File: src/bff_pkg.sv
// Shared types, constants and the microcode table of the boundary fill raster engine.
package bff_pkg;

  localparam int COLOR_W = 24;
  localparam int COUNT_W = 17;
  localparam int STEP_W  = 5;
  localparam int CFG_IDX_W = 8;

  localparam logic [COLOR_W-1:0] WHITE          = 24'hFFFFFF;
  localparam logic [COLOR_W-1:0] FILL_RESET     = 24'hFF0000;
  localparam logic [COLOR_W-1:0] BOUNDARY_RESET = 24'h000000;
  localparam logic [COUNT_W-1:0] COUNT_MAX      = 17'h1FFFF;

  localparam logic [CFG_IDX_W-1:0] CFG_FILL_COLOR     = 8'd0;
  localparam logic [CFG_IDX_W-1:0] CFG_BOUNDARY_COLOR = 8'd1;

  localparam logic [1:0] FN_WRITE = 2'd0;
  localparam logic [1:0] FN_READ  = 2'd1;
  localparam logic [1:0] FN_FILL  = 2'd2;

  localparam logic [STEP_W-1:0] ST_CLR0  = 5'd0;
  localparam logic [STEP_W-1:0] ST_CLR1  = 5'd1;
  localparam logic [STEP_W-1:0] ST_IDLE  = 5'd2;
  localparam logic [STEP_W-1:0] ST_DISP  = 5'd3;
  localparam logic [STEP_W-1:0] ST_DISP1 = 5'd4;
  localparam logic [STEP_W-1:0] ST_DISP2 = 5'd5;
  localparam logic [STEP_W-1:0] ST_WR0   = 5'd6;
  localparam logic [STEP_W-1:0] ST_WR1   = 5'd7;
  localparam logic [STEP_W-1:0] ST_RD0   = 5'd8;
  localparam logic [STEP_W-1:0] ST_RD1   = 5'd9;
  localparam logic [STEP_W-1:0] ST_FILL0 = 5'd10;
  localparam logic [STEP_W-1:0] ST_LOOP  = 5'd11;
  localparam logic [STEP_W-1:0] ST_POP   = 5'd12;
  localparam logic [STEP_W-1:0] ST_LDPOP = 5'd13;
  localparam logic [STEP_W-1:0] ST_ADDR  = 5'd14;
  localparam logic [STEP_W-1:0] ST_RDPIX = 5'd15;
  localparam logic [STEP_W-1:0] ST_TEST  = 5'd16;
  localparam logic [STEP_W-1:0] ST_PAINT = 5'd17;
  localparam logic [STEP_W-1:0] ST_PSHN  = 5'd18;
  localparam logic [STEP_W-1:0] ST_PSHE  = 5'd19;
  localparam logic [STEP_W-1:0] ST_PSHW  = 5'd20;
  localparam logic [STEP_W-1:0] ST_OVF   = 5'd21;
  localparam logic [STEP_W-1:0] ST_DONE  = 5'd22;
  localparam logic [STEP_W-1:0] ST_WAIT  = 5'd23;

  typedef struct packed {
    logic [1:0]         func;
    logic [7:0]         pos_x;
    logic [7:0]         pos_y;
    logic [COLOR_W-1:0] pixel_color;
  } bff_in_t;

  typedef struct packed {
    logic [COLOR_W-1:0] read_color;
    logic [COUNT_W-1:0] painted_count;
    logic               stack_overflow;
  } bff_out_t;

  typedef enum logic [3:0] {
    C_NEXT, C_ALWAYS, C_NO_ITEM, C_NOT_LAST, C_FN_FILL, C_FN_READ, C_NOT_WRITE,
    C_SEED_OUT, C_PIX_SKIP, C_SP_ZERO, C_NO_OVF, C_OUT_FREE
  } cond_t;

  typedef enum logic [1:0] {AD_HOLD, AD_ZERO, AD_INC, AD_XY} addr_op_t;

  typedef enum logic [1:0] {WS_WHITE, WS_PIXEL, WS_FILL} wsel_t;

  typedef enum logic [2:0] {
    PS_NONE, PS_SEED, PS_SOUTH, PS_NORTH, PS_EAST, PS_WEST
  } push_t;

  typedef struct packed {
    logic     ld_item;
    addr_op_t addr_op;
    logic     fr_we;
    wsel_t    wsel;
    logic     fr_rd;
    logic     pop;
    logic     ld_pop;
    push_t    push;
    logic     cnt_inc;
    logic     ld_color;
    logic     sp_clr;
    logic     out_ld;
  } dp_ctrl_t;

  typedef struct packed {
    cond_t             cond;
    logic [STEP_W-1:0] target;
    dp_ctrl_t          dp;
  } ucw_t;

  typedef struct packed {
    logic fn_fill;
    logic fn_read;
    logic fn_write;
    logic seed_out;
    logic not_last;
    logic pix_skip;
    logic sp_zero;
    logic ovf;
  } stat_t;

  function automatic ucw_t ucode_rom(input logic [STEP_W-1:0] step);
    ucw_t w;
    w = '0;
    unique case (step)
      ST_CLR0: begin
        w.dp.addr_op = AD_ZERO;
      end
      ST_CLR1: begin
        w.dp.fr_we   = 1'b1;
        w.dp.wsel    = WS_WHITE;
        w.dp.addr_op = AD_INC;
        w.cond       = C_NOT_LAST;
        w.target     = ST_CLR1;
      end
      ST_IDLE: begin
        w.dp.ld_item = 1'b1;
        w.cond       = C_NO_ITEM;
        w.target     = ST_IDLE;
      end
      ST_DISP: begin
        w.dp.addr_op = AD_XY;
        w.cond       = C_FN_FILL;
        w.target     = ST_FILL0;
      end
      ST_DISP1: begin
        w.cond   = C_FN_READ;
        w.target = ST_RD0;
      end
      ST_DISP2: begin
        w.cond   = C_NOT_WRITE;
        w.target = ST_DONE;
      end
      ST_WR0: begin
        w.cond   = C_SEED_OUT;
        w.target = ST_DONE;
      end
      ST_WR1: begin
        w.dp.fr_we = 1'b1;
        w.dp.wsel  = WS_PIXEL;
        w.cond     = C_ALWAYS;
        w.target   = ST_DONE;
      end
      ST_RD0: begin
        w.dp.fr_rd = 1'b1;
        w.cond     = C_SEED_OUT;
        w.target   = ST_DONE;
      end
      ST_RD1: begin
        w.dp.ld_color = 1'b1;
        w.cond        = C_ALWAYS;
        w.target      = ST_DONE;
      end
      ST_FILL0: begin
        w.dp.push = PS_SEED;
      end
      ST_LOOP: begin
        w.cond   = C_SP_ZERO;
        w.target = ST_DONE;
      end
      ST_POP: begin
        w.dp.pop = 1'b1;
      end
      ST_LDPOP: begin
        w.dp.ld_pop = 1'b1;
      end
      ST_ADDR: begin
        w.dp.addr_op = AD_XY;
      end
      ST_RDPIX: begin
        w.dp.fr_rd = 1'b1;
      end
      ST_TEST: begin
        w.cond   = C_PIX_SKIP;
        w.target = ST_LOOP;
      end
      ST_PAINT: begin
        w.dp.fr_we   = 1'b1;
        w.dp.wsel    = WS_FILL;
        w.dp.cnt_inc = 1'b1;
        w.dp.push    = PS_SOUTH;
      end
      ST_PSHN: begin
        w.dp.push = PS_NORTH;
      end
      ST_PSHE: begin
        w.dp.push = PS_EAST;
      end
      ST_PSHW: begin
        w.dp.push = PS_WEST;
        w.cond    = C_NO_OVF;
        w.target  = ST_LOOP;
      end
      ST_OVF: begin
        w.dp.sp_clr = 1'b1;
      end
      ST_DONE: begin
        w.dp.out_ld = 1'b1;
        w.cond      = C_OUT_FREE;
        w.target    = ST_IDLE;
      end
      ST_WAIT: begin
        w.cond   = C_ALWAYS;
        w.target = ST_DONE;
      end
      default: begin
        w.cond   = C_ALWAYS;
        w.target = ST_IDLE;
      end
    endcase
    return w;
  endfunction

endpackage

File: src/bff_seq.sv
// Microcode sequencer: step counter, control table fetch and conditional jumps.
module bff_seq
  import bff_pkg::*;
(
  input  logic     clk,
  input  logic     rst_n,
  input  stat_t    stat,
  input  logic     in_valid,
  input  logic     out_busy,
  output logic     idle,
  output dp_ctrl_t ctrl
);

  logic [STEP_W-1:0] step_r;
  logic [STEP_W-1:0] step_nxt;
  ucw_t              w;
  logic              take;

  assign w = ucode_rom(step_r);

  always_comb begin
    unique case (w.cond)
      C_NEXT:      take = 1'b0;
      C_ALWAYS:    take = 1'b1;
      C_NO_ITEM:   take = !in_valid;
      C_NOT_LAST:  take = stat.not_last;
      C_FN_FILL:   take = stat.fn_fill;
      C_FN_READ:   take = stat.fn_read;
      C_NOT_WRITE: take = !stat.fn_write;
      C_SEED_OUT:  take = stat.seed_out;
      C_PIX_SKIP:  take = stat.pix_skip;
      C_SP_ZERO:   take = stat.sp_zero;
      C_NO_OVF:    take = !stat.ovf;
      C_OUT_FREE:  take = !out_busy;
      default:     take = 1'b1;
    endcase
    step_nxt = take ? w.target : step_r + STEP_W'(1);
  end

  always_comb begin
    ctrl         = w.dp;
    ctrl.ld_item = w.dp.ld_item && in_valid;
    ctrl.out_ld  = w.dp.out_ld && !out_busy;
  end

  assign idle = w.dp.ld_item;

  always_ff @(posedge clk) begin
    if (!rst_n) begin
      step_r <= ST_CLR0;
    end else begin
      step_r <= step_nxt;
    end
  end

endmodule

File: config.mk
export PLATFORM = sky130hd
export DESIGN_NAME = bff_seq
export DESIGN_NICKNAME = d
export VERILOG_FILES = /design/src/bff_pkg.sv /design/src/bff_seq.sv
export SDC_FILE = /design/constraint.sdc
export NUM_CORES = 1
export LEC_CHECK = 0
export ABC_AREA = 0
export BUFFER_PORTS_ARGS = -buffer_cell sky130_fd_sc_hd__clkbuf_2
export CAP_MARGIN = 20
export CORE_ASPECT_RATIO = 0.75
export CORE_MARGIN = 2
export CORE_UTILIZATION = 46
export DETAILED_ROUTE_END_ITERATION = 10
export PLACE_DENSITY_LB_ADDON = 0.12
export SKIP_CTS_REPAIR_TIMING = 1
export SLEW_MARGIN = 20
export SYNTH_ARGS = -nofsm -noshare
export SYNTH_HDL_FRONTEND = slang
export SYNTH_SLANG_ARGS = --single-unit
export TNS_END_PERCENT = 5
File: constraint.sdc
create_clock -name clk -period 2.52 [get_ports clk]
set_input_delay 0.126 -clock clk [delete_from_list [all_inputs] [get_ports clk]]
set_output_delay 0.126 -clock clk [all_outputs]
set_load 0.01 [all_outputs]
* Word-level counts from Yosys, hierarchy flattened
Index checks and enable logic that the tools add are counted.
** Storage, ports and cells
- Bits in registers :: 5
- Latch bits :: 0
- Memory bits (writable) :: 0
- Bits in read-only memories :: 0
- Input bits :: 12
- Output and inout port bits :: 17
- Word-level logic and storage cells :: 62
- Memories :: 0
** Cells by class
- Add/subtract/negate cells :: 1
- Multipliers :: 0
- Divide/modulo/power cells :: 0
- Magnitude comparators :: 0
- Equality and inequality tests :: 33
- Shift-type cells :: 0
- Mux-type cells :: 14
- Bitwise operators :: 0
- Reduce and logical (&&, ||, !) cells :: 13
** Operators by type and width (count)
- $pmux 9 s12 :: 1
- $eq 5x4->1 const B :: 8
- $eq 5x5->1 const B :: 8
- $eq 5x3->1 const B :: 4
- $eq 4x3->1 const B :: 4
- $eq 4x4->1 const B :: 4
- $pmux 3 s5 :: 1
- $pmux 1 s11 :: 1
- $eq 5x2->1 const B :: 2
- $reduce_or 10->1 :: 1
- $pmux 3 s3 :: 1
- $eq 4x2->1 const B :: 2
- $mux 1 :: 8
- $pmux 2 s3 :: 1
- $reduce_or 2->1 :: 3
- $add 5x1->5 const B :: 1
- $eq 5x1->1 const B :: 1
- $logic_not 5->1 :: 1
- $mux 5 :: 1
- $logic_not 1->1 :: 4
- $logic_not 4->1 :: 1
- $reduce_or 3->1 :: 1
- $logic_and 1x1->1 :: 2

* Longest topological paths before layout
Gate-level depths: netlist of the first run.
- Depth in word-level cells :: 6
- Depth in mapped cells :: 12
- Mapped depth without buffers :: 10

* Worst setup path before layout of the first run
Ideal clock, no wire load.
- Path kind :: flip-flop to flip-flop
- Start point :: reg step_r[0]
- End point :: reg step_r[0]
- Setup time :: 0.070 ns
- Data arrival time :: 2.616 ns
- Data required time :: 2.450 ns
- Path slack :: -0.166 ns
- Stages on the path, launching flop included :: 13
- Path buffers :: 2
- Period minus slack after synthesis :: 2.686 ns
- Path through :: dfxtp_1 -> inv_1 -> ha_1 -> buf_6 -> nor2_1 -> a221o_1 -> or2_1 -> buf_6 -> or3_1 -> o2111a_1 -> a31o_1 -> or4_1 -> a21oi_1
** On the way
- Word-level cells in the longest chain between the ends :: 6
- Elaborated cells on any way between the ends :: 42
- Those cells by class :: add/sub: 1; eq/ne: 33; mux: 3; reduce/logical: 5
** Ends and longest elaborated chain
- start: declaration :: line bff_seq.sv:14 : logic [STEP_W-1:0] step_r;
- start signal: assignment :: line bff_seq.sv:52 : step_r <= step_nxt;
- $eq 5x5->1, or another cell as far along :: line bff_pkg.sv:107 : unique case (step)
- $reduce_or 10->1 (no line), or another cell as far along
- $pmux 9 s12 :: line bff_pkg.sv:107
- $eq 4x4->1, or another cell as far along :: line bff_seq.sv:22 : unique case (w.cond)
- $pmux 1 s11 :: line bff_seq.sv:22
- $mux 5 (*) :: line bff_seq.sv:37 : step_nxt = take ? w.target : step_r + STEP_W'(1);
Every way passes the cells marked *; elsewhere a longest branch is shown, timed or not.
A chain may end at the register's enable or synchronous reset.

* Worst setup path after layout of the first run
- Start point :: reg step_r[1]
- End point :: reg step_r[0]
** On the way
- Word-level cells in the longest chain between the ends :: 6
- Elaborated cells on any way between the ends :: 41
- Those cells by class :: eq/ne: 33; mux: 3; reduce/logical: 5
** Ends and longest elaborated chain (line)
- $eq 5x5->1, or another cell as far along :: bff_pkg.sv:107
- $reduce_or 10->1 (no line), or another cell as far along
- $pmux 9 s12 (*) :: bff_pkg.sv:107
- $eq 4x4->1, or another cell as far along :: bff_seq.sv:22
- $pmux 1 s11 :: bff_seq.sv:22
- $mux 5 (*) :: bff_seq.sv:37
Marks and branches as above.

==> results by group, run 1 <==
Worst setup path
  – Critical path depth: 10
  – Slowest stage delay, CP: 420 ps
  – CP endpoint kind: flop
  – Worst-path cell chain: inv_4 -> ha_4 -> nor2_4 -> a221o_1 -> or2_4 -> or3_1 -> o2111a_1 -> a31o_1 -> or4_4 -> a21oi_2
  – CP bufs+invs: 1
  – WP data required: approximately 2700 ps
  – Startpoint types: flop
  – Worst reg-to-reg path cell count: 10
  – Critical path's top delay family: simple AND/OR/NAND/NOR gates
  – Crit-path max FO: 6
  – Crit Path Class: reg2reg
  – Crit path DAT: about 2800 ps
  – CP max-delay cell: or4_4

Synthesis
  – Post-synth top area share: between 10 and 15%
  – Register area share after synthesis: 10.2%
  – Post-synth ARST share: 0%
  – Synth unique cells: 56
  – Number of flops mapped to enable cells by yosys: 0
  – Area of the mapped netlist: 985 um^2
  – Syn Inst Count: 140
  – Register bit count reported by yosys: 5
  – Primary FF master, synth: dfxtp_1
  – Ranking of synthesized cells by area: dfxtp_1 10%, ha_1 6.4%, a21oi_1 6.1%
  – Synthesis Warnings: 0
  – Cell taking the most area after synthesis: dfxtp_1
  – Synth Net Count: approximately 160
  – Avg Inst Size Synth: ~7 um^2

Route
  – Initial DRC Count: 64
  – DR vias/cell: about 5.6
  – DRC: 0
  – Final WL: 3100 um
  – WL per Instance: 14.5 um
  – DR vias: 1196
  – Drt pass-1 iters: 4
  – Routed Antenna Nets: 0

STA
  – Hold Fails Final Rpt: 0
  – Final period util: 103%
  – Endpoints failing setup: 4
  – Slew Viols, Final: 0
  – Clock skew: 3.00 ps
  – Final worst slack: -71.0 ps
  – WHS: 184 ps
  – RSZ-0062 raised after global routing: yes
  – Slew HR: 74.2%
  – Fmax: 0.386 GHz
  – Crit path time final: around 2600 ps
  – Least-Margin Pin Slew: 385 ps

Pwr
  – Sequential power share: 10.2%
  – Peak VDD IR: 847 uV
  – Leakage: 0.642 nW
  – Internal: 0.917 mW
  – Switching pwr: 0.851 mW
  – PD cells: 1230 mW/mm^2
  – Net Sw Frac: 48.2%
  – Combinational power share: 84.3%
  – Clock share of power: 5.5%

Finish
  – Area Growth Syn to Fin: 45.6%
  – Max reg flops: 5
  – Biggest register: step_r
  – Layout cells sized above 1: 48.9%
  – Top flop regs: step_r: 5 flops
  – Diodes inserted: 0
  – Final nets: 208
  – Post-Layout Cell Count: 214

GRT
  – Total grt overflow: 0
  – First-pass GRT wire length: 4960 um
  – Initial antenna violation count: 0
  – Pin count of the biggest net entering global routing: 14
  – Vias in the first global route: approximately 1100
  – Overall global routing resource usage: between 20% and 30%

Hold path
  – HP Class: in2reg
  – Hold Path Depth: 3

Clocking
  – Worst-path clk slew: 50 ps
  – Clock Path Buffers: 2
  – Root Buffer: clkbuf_4
  – TritonCTS clock tree: yes
  – Latest clock arrival within the worst-skew pair: 250 ps
  – Num CTS Buffers: 3
  – CTS sink cnt: 5
  – H-tree depth: 1

Floorplan
  – Die Wd: ~57 um
  – Initial Util: 48.9%
  – Core footprint: 0.00201 mm^2
  – Die height: 44.1 um
  – # rows: 14
  – Die Area: about 0.0025 mm^2
  – Number of I/O pins: 29

Flow run
  – Max-Cap Viols: 0

Status
  – Failing checks: setup timing
  – Status: finished, violations left

Place
  – HPWL Detailed: 2450 um
  – Gpl congestion: 0.918
  – Placed insts: 210
  – Pre-CTS WS: -133 ps
  – Port Buf Inserts: 28
-- worst reg2reg max path: cells and delay by family, from the launching register on --
| family | cells | cell delay, ps |
|---|---|---|
| buffers and inverters | 1 | 70 |
| and+or+nand+nor | 4 | 1090 |
| DFF | 1 | 360 |
| AOI/OAI and AO/OA | 4 | 820 |
| adders and majority gates | 1 | 180 |
-- cells in the mapped netlist (3+ instances only) --
master and n:
o21ai_0 3, inv_1 7, nor3_1 7, mux2i_1 4, buf_6 4, a21oi_1 12
nand2b_1 5, ha_1 5, buf_2 4, nand2_1 7, and2_1 4, dfxtp_1 5
nor2_1 14, and3_1 4
-- area by class of cell --
class                   instances  area (um^2)
inverters                       8         35.0
repair buffers                 59          385
multi-input cells             114          847
well taps                      24         30.0
flip-flops and latches          5          110
clock buffers                   4         26.3
fillers                       167          581
-- per-stage QoR --
| stage | util (%) | power [mW] | TNS [ps] | area [um^2] |
|---|---|---|---|---|
| floorplan | - | 1.06 | -140 | 1030 |
| global placement | 67.0 | 1.51 | -178 | 1350 |
| detailed placement | 67.0 | 1.53 | -513 | 1350 |
| CTS | 68.3 | 1.64 | -669 | 1380 |
| global route | 71.2 | 1.90 | -640 | 1430 |
| finish | 71.2 | 1.77 | -145 | 1430 |
-- final timing paths --
kind / from / endpoint / slack, ps
hold / removal: rst_n / step_r[0] / 180
setup / recovery: step_r[1] / step_r[0] / -70
hold reg to reg: step_r[0] / step_r[0] / 630
setup reg to reg: step_r[1] / step_r[0] / -70
-- power by group through the flow --
stage / clock network [mW] / logic (mW) / registers, mW
2_1_floorplan: 0 / 0.918 / 0.145
3_3_place_gp: 0 / 1.34 / 0.169
3_5_place_dp: 0 / 1.36 / 0.172
4_1_cts: 0.0975 / 1.37 / 0.171
5_1_grt: 0.105 / 1.61 / 0.185
6_report: 0.0970 / 1.49 / 0.181
-- layout by cell type (no fill, tap or decap), types with 2 or more instances in the layout --
cell / n
a211oi_1: 2
a21boi_1: 2
a21oi_1: 11
and2_1: 4
and3_1: 4
buf_4: 30
clkbuf_2: 28
clkbuf_4: 3
dfxtp_2: 2
dfxtp_4: 2
ha_2: 2
ha_4: 2
inv_1: 5
inv_4: 2
mux2i_1: 4
nand2_1: 7
nand2b_1: 5
nand3_1: 2
nor2_1: 13
nor2b_1: 2
nor3_1: 7
nor3b_1: 2
nor4_2: 2
o21a_1: 2
o21ai_0: 2
o22ai_1: 2
or3_1: 2
-- metal layers --
metal | wire length, um | GRT usage [%]
met1 | 1470 | 33.2
met2 | 1450 | 42.5
met3 | 164 | 5.56
met4 | 25 | 3.72
met5 | 0 | 0
-- cells by family (layout without fill, tap and decap cells) --
logic type	after synthesis	after routing	share of synthesized area (%)
compound gates	40	40	29.1
xor+xnor	1	1	0.890
fa+ha+maj	5	5	6.35
buf+inv	21	71	12.3
flops	5	5	10.2
mux	5	5	5.21
simple gates	63	63	36.0
Power figures use the tool's default switching activity.
==> inputs of run 2 (changes only) <==
--- a/config.mk
+++ b/config.mk
@@ -11,6 +11,7 @@
 export CORE_ASPECT_RATIO = 0.75
 export CORE_MARGIN = 2
 export CORE_UTILIZATION = 46
+export CTS_CLUSTER_DIAMETER = 40
 export DETAILED_ROUTE_END_ITERATION = 10
 export PLACE_DENSITY_LB_ADDON = 0.12
 export SKIP_CTS_REPAIR_TIMING = 1
==> constraint.sdc (replaced) <==
create_clock -name clk -period 2.3 [get_ports clk]
set_input_delay 0.115 -clock clk [delete_from_list [all_inputs] [get_ports clk]]
set_output_delay 0.115 -clock clk [all_outputs]
set_load 0.01 [all_outputs]
==> run 2 against run 1 <==
The run still ends with setup timing left. Wire length is 4.2% higher. Maximum frequency is 0.30% lower. Worst setup slack worse by 230 ps. Sequential cell count stayed put. Combinational power is 12% higher. Clock skew is 3.9 ps higher. Global-route usage is 1.8 points higher. Sequential share of layout area is 0.40 points lower. Critical endpoint unchanged. Highest routed layer is now met3.
==> results by group, run 2 (synthesis results as in run 1) <==
Status
  – Status: finished, violations left
  – Failing checks: setup timing

Clocking
  – TritonCTS clock tree: yes
  – H-tree depth: 1
  – Latest clock arrival within the worst-skew pair: 250 ps
  – Num CTS Buffers: 3
  – Worst-path clk slew: 50 ps
  – Root Buffer: clkbuf_4
  – Clock Path Buffers: 2
  – CTS sink cnt: 5

Floorplan
  – Die Area: ~0.0025 mm^2
  – Number of I/O pins: 29
  – Initial Util: between 40% and 50%
  – Die height: 44.1 um
  – Core footprint: 0.00201 mm^2
  – # rows: 14
  – Die Wd: 57.4 um

Pwr
  – Combinational power share: 84.8%
  – Peak VDD IR: 971 uV
  – Internal: 1.04 mW
  – Switching pwr: 0.928 mW
  – PD cells: 1320 mW/mm^2
  – Overall power: about 2.0 mW
  – Clock share of power: 5.3%
  – Leakage: 0.702 nW
  – Sequential power share: slightly below 10%
  – Net Sw Frac: 47.1%

Place
  – Port Buf Inserts: 28
  – HPWL Detailed: roughly 2500 um
  – Pre-CTS WS: -373 ps
  – Gpl congestion: around 0.9

STA
  – Final worst slack: -299 ps
  – Clock skew: ~6.9 ps
  – Slew Viols, Final: 0
  – RSZ-0062 raised after global routing: yes
  – Crit path time final: about 2600 ps
  – Slew HR: 72.2%
  – Final period util: 113%
  – Hold Fails Final Rpt: 0
  – Fmax: 0.385 GHz
  – Endpoints failing setup: 5
  – Least-Margin Pin Slew: 410 ps

Finish
  – Diodes inserted: 0
  – Layout cells sized above 1: 50.2%
  – Most frequent cells in the layout: 44 x buf_4, 28 x clkbuf_2, 13 x nor2_1
  – Top flop regs: step_r: 5 flops
  – Area Growth Syn to Fin: 51.8%
  – Final nets: between 200 and 250
  – Max reg flops: 5
  – Most common cell after layout, fill and taps aside: buf_4
  – Biggest register: step_r

Route
  – WL per Instance: 14.2 um
  – DR vias: ~1300
  – DR vias/cell: roughly 5.6
  – Initial DRC Count: 65
  – Final WL: between 3000 and 4000 um
  – DRC: 0
  – Drt pass-1 iters: 4
  – Routed Antenna Nets: 0

Hold path
  – Hold Path Depth: 3
  – HP Class: in2reg
  – Worst hold start: rst_n
  – Hold Path End: step_r[4]

GRT
  – Initial antenna violation count: 0
  – First-pass GRT wire length: around 5200 um
  – Pin count of the biggest net entering global routing: 14
  – M1 GR Usage: 35.4%
  – Vias in the first global route: 1182
  – Overall global routing resource usage: 26.7%
  – Met3 Use GR: 6.43%
  – Total grt overflow: 0
  – GR peak layer: met2
  – Met2 Use GR: 44.1%

Worst setup path
  – R2R Path End: step_r[0]
  – Critical R2R Launch: step_r[0]
  – Startpoint types: flop
  – R2R setup slack: -300 ps
  – Crit path DAT: approximately 2800 ps
  – Crit Path Class: reg2reg
  – CP endpoint kind: flop
  – WP data required: 2470 ps
  – Crit-path max FO: 6
  – Worst reg-to-reg path cell count: 10

Flow run
  – Max-Cap Viols: 0
==> run 2: metrics by stage <==
step	hold WS, ps	setup TNS, ps	instance area, um^2	utilization [%]	std cells
CTS	167	-1730	1450	72.1	226
detailed placement	426	-1580	1430	70.8	222
global placement	411	-1420	1430	70.8	222
global route	177	-1820	1500	74.2	227
finish	165	-1170	1500	74.2	227
floorplan	284	-1170	1030	-	140
==> run 2: how the worst max path moves through the flow <==
stage / start / endpoint
2_1_floorplan: step_r[0] / step_r[0]
3_3_place_gp: step_r[0] / step_r[1]
3_5_place_dp: step_r[0] / step_r[1]
4_1_cts: step_r[0] / step_r[1]
5_1_grt: step_r[0] / step_r[0]
6_report: step_r[0] / step_r[0]
==> run 2: area by class of cell <==
class / instances / area [um^2]
tap: 24 / 30.0
timing repair buffer: 72 / 470
clock buffer: 4 / 26.3
multi-input combinational: 114 / 827
inverter: 8 / 32.5
fill: 176 / 519
sequential: 5 / 109
==> run 2: critical path, stage by stage (launching register included) <==
cell      delay [ps]
dfxtp_4          360
inv_4             70
ha_4             190
nor2_4            50
a221o_1          330
or2_4            260
or3_1            350
o2111a_1         150
a31o_1           220
or4_1            400
a21oi_1          130
==> run 2: layer usage <==
layer	up-vias	part of all wire [%]	routed length, um
met5	-	0	0
met4	0	0	0
met3	0	7.5	244
met2	55	47	1530
met1	584	45	1460
li1	636	-	-
==> run 2: power groups by stage <==
stage	combinational, mW	clock, mW	sequential, mW
5_1_grt	1.82	0.117	0.202
4_1_cts	1.55	0.108	0.191
2_1_floorplan	1.01	0	0.159
3_3_place_gp	1.51	0	0.191
6_report	1.67	0.105	0.196
3_5_place_dp	1.54	0	0.192
==> inputs of run 3 (changes only) <==
--- a/config.mk
+++ b/config.mk
@@ -10,7 +10,7 @@
 export CAP_MARGIN = 20
 export CORE_ASPECT_RATIO = 0.75
 export CORE_MARGIN = 2
-export CORE_UTILIZATION = 46
+export CORE_UTILIZATION = 45
 export CTS_CLUSTER_DIAMETER = 40
 export DETAILED_ROUTE_END_ITERATION = 10
 export PLACE_DENSITY_LB_ADDON = 0.12
==> run 3 against run 2 <==
The run still ends with setup timing left. Largest power group unchanged. Critical endpoint unchanged. Wire length grew 14%. Sequential share of layout area shrank 0.54 points. Clock power is essentially flat. Critical path depth up 2.
==> results by group, run 3 (synthesis results as in run 1) <==
Worst setup path
  – R2R setup slack: -360 ps
  – Worst-path cell chain: inv_2 -> buf_4 -> ha_4 -> buf_4 -> inv_1 -> a2bb2oi_2 -> o2bb2ai_2 -> and3b_2 -> o2111a_1 -> a31o_1 -> or4_4 -> a21oi_2
  – Crit-path max FO: 6
  – CP endpoint kind: flop
  – Startpoint types: flop
  – Crit path capture: step_r[0]
  – CP Launch Point: step_r[1]
  – Crit path DAT: 2830 ps
  – Critical R2R Launch: step_r[1]
  – R2R Path End: step_r[0]
  – Critical path's top delay family: compound AO/OA/AOI/OAI gates
  – Critical path depth: 12
  – Slowest stage delay, CP: 420 ps
  – Top cell by count, worst path: buf_4
  – WP data required: 2470 ps
  – Crit Path Class: reg2reg
  – CP max-delay cell: or4_4
  – Worst reg-to-reg path cell count: 12
  – CP bufs+invs: 4

Place
  – Port Buf Inserts: 28
  – Area after DPL: between 0.0015 and 0.002 mm^2
  – HPWL Detailed: 2850 um
  – Pre-CTS WS: -457 ps
  – Placed insts: 232
  – Gpl congestion: 0.949

STA
  – Slew Viols, Final: 0
  – WHS: 186 ps
  – Crit path time final: 2660 ps
  – Endpoints failing setup: 5
  – Hold Fails Final Rpt: 0
  – Final worst slack: -356 ps
  – RSZ-0062 raised after global routing: yes
  – Fmax: 0.376 GHz
  – Least-Margin Pin Slew: about 370 ps
  – Clock skew: 1.05 ps
  – Setup TNS: -1530 ps
  – Slew HR: 75.2%
  – Final period util: 115%

Finish
  – Top flop regs: step_r: 5 flops
  – Max reg flops: 5
  – Layout cells sized above 1: a little under three fifths
  – Area Growth Syn to Fin: 65.9%
  – Most common cell after layout, fill and taps aside: buf_4
  – Diodes inserted: 0
  – Final nets: 230
  – Final Util: 80.4%
  – Biggest register: step_r
  – # fillers: ~140
  – Multi-input gate area: around 880 um^2
  – Post-Layout Cell Count: 236
  – Final Cell Area: 0.00163 mm^2
  – Storage cell area: 110 um^2
  – Most frequent cells in the layout: 52 x buf_4, 28 x clkbuf_2, 13 x nor2_1

Pwr
  – Peak VDD IR: 1070 uV
  – PD cells: ~1400 mW/mm^2
  – Leakage: 0.758 nW
  – Overall power: 2.26 mW

Route
  – Routed Antenna Nets: 0
  – DR vias: 1375
  – DRC: 0
  – Drt pass-1 iters: 5
  – Final WL: between 3000 and 4000 um
  – WL per Instance: 15.6 um
  – Initial DRC Count: 77
  – DR vias/cell: 5.83

Clocking
  – Latest clock arrival within the worst-skew pair: 240 ps
  – H-tree depth: 1
  – CTS sink cnt: 5
  – Clock Path Buffers: 2
  – Num CTS Buffers: 3
  – Worst-path clk slew: 40 ps
  – TritonCTS clock tree: yes
  – Root Buffer: clkbuf_4

Floorplan
  – Die height: around 45 um
  – Die Area: 0.00258 mm^2
  – Die Wd: 58.0 um
  – Core footprint: a little over 0.002 mm^2
  – # rows: 14
  – Number of I/O pins: 29
  – Initial Util: between 40% and 50%

GRT
  – Overall global routing resource usage: 28.4%
  – First-pass GRT wire length: 5640 um
  – Total grt overflow: 0
  – Initial antenna violation count: 0
  – Vias in the first global route: 1278
  – Pin count of the biggest net entering global routing: 12

Flow run
  – Max-Cap Viols: 0

Status
  – Failing checks: setup timing
  – Status: finished, violations left

Hold path
  – HP Class: in2reg
run 3: area by class of cell:
type,count,area share (%)
clock buffers,4,1.61
repair buffers,81,33.7
multi-input cells,114,54.1
flip-flops and latches,5,6.74
well taps,24,1.84
inverters,8,1.99
run 3: power breakdown:
part	switching (mW)	internal, mW	leakage [nW]
clock	0.0367	0.0656	0.0150
combinational	0.992	0.986	0.700
sequential	0.0553	0.129	0.0432
run 3: worst register-to-register path, stage by stage (launching register included):
cell       delay, ps
dfxtp_4          350
inv_2             60
buf_4            100
ha_4             170
buf_4            140
inv_1             50
a2bb2oi_2        160
o2bb2ai_2        220
and3b_2          280
o2111a_1         270
a31o_1           230
or4_4            420
a21oi_2          130
run 3: worst min path at each step:
| stage | cells after the start | startpoint | end |
|---|---|---|---|
| after floorplan | 1 | out_busy | ctrl[0] |
| after global routing | 3 | rst_n | step_r[0] |
| after global placement | 3 | rst_n | step_r[0] |
| after detailed placement | 3 | rst_n | step_r[3] |
| after CTS | 3 | rst_n | step_r[3] |
| final | 3 | rst_n | step_r[0] |
run 3: layer usage:
| metal | global-route usage, % | vias to the layer above | wire, um |
|---|---|---|---|
| met5 | 0 | - | 0 |
| met1 | 35.6 | 642 | 1610 |
| li1 | - | 658 | - |
| met3 | 3.22 | 7 | 231 |
| met2 | 53.0 | 68 | 1800 |
| met4 | 5.58 | 0 | 38 |
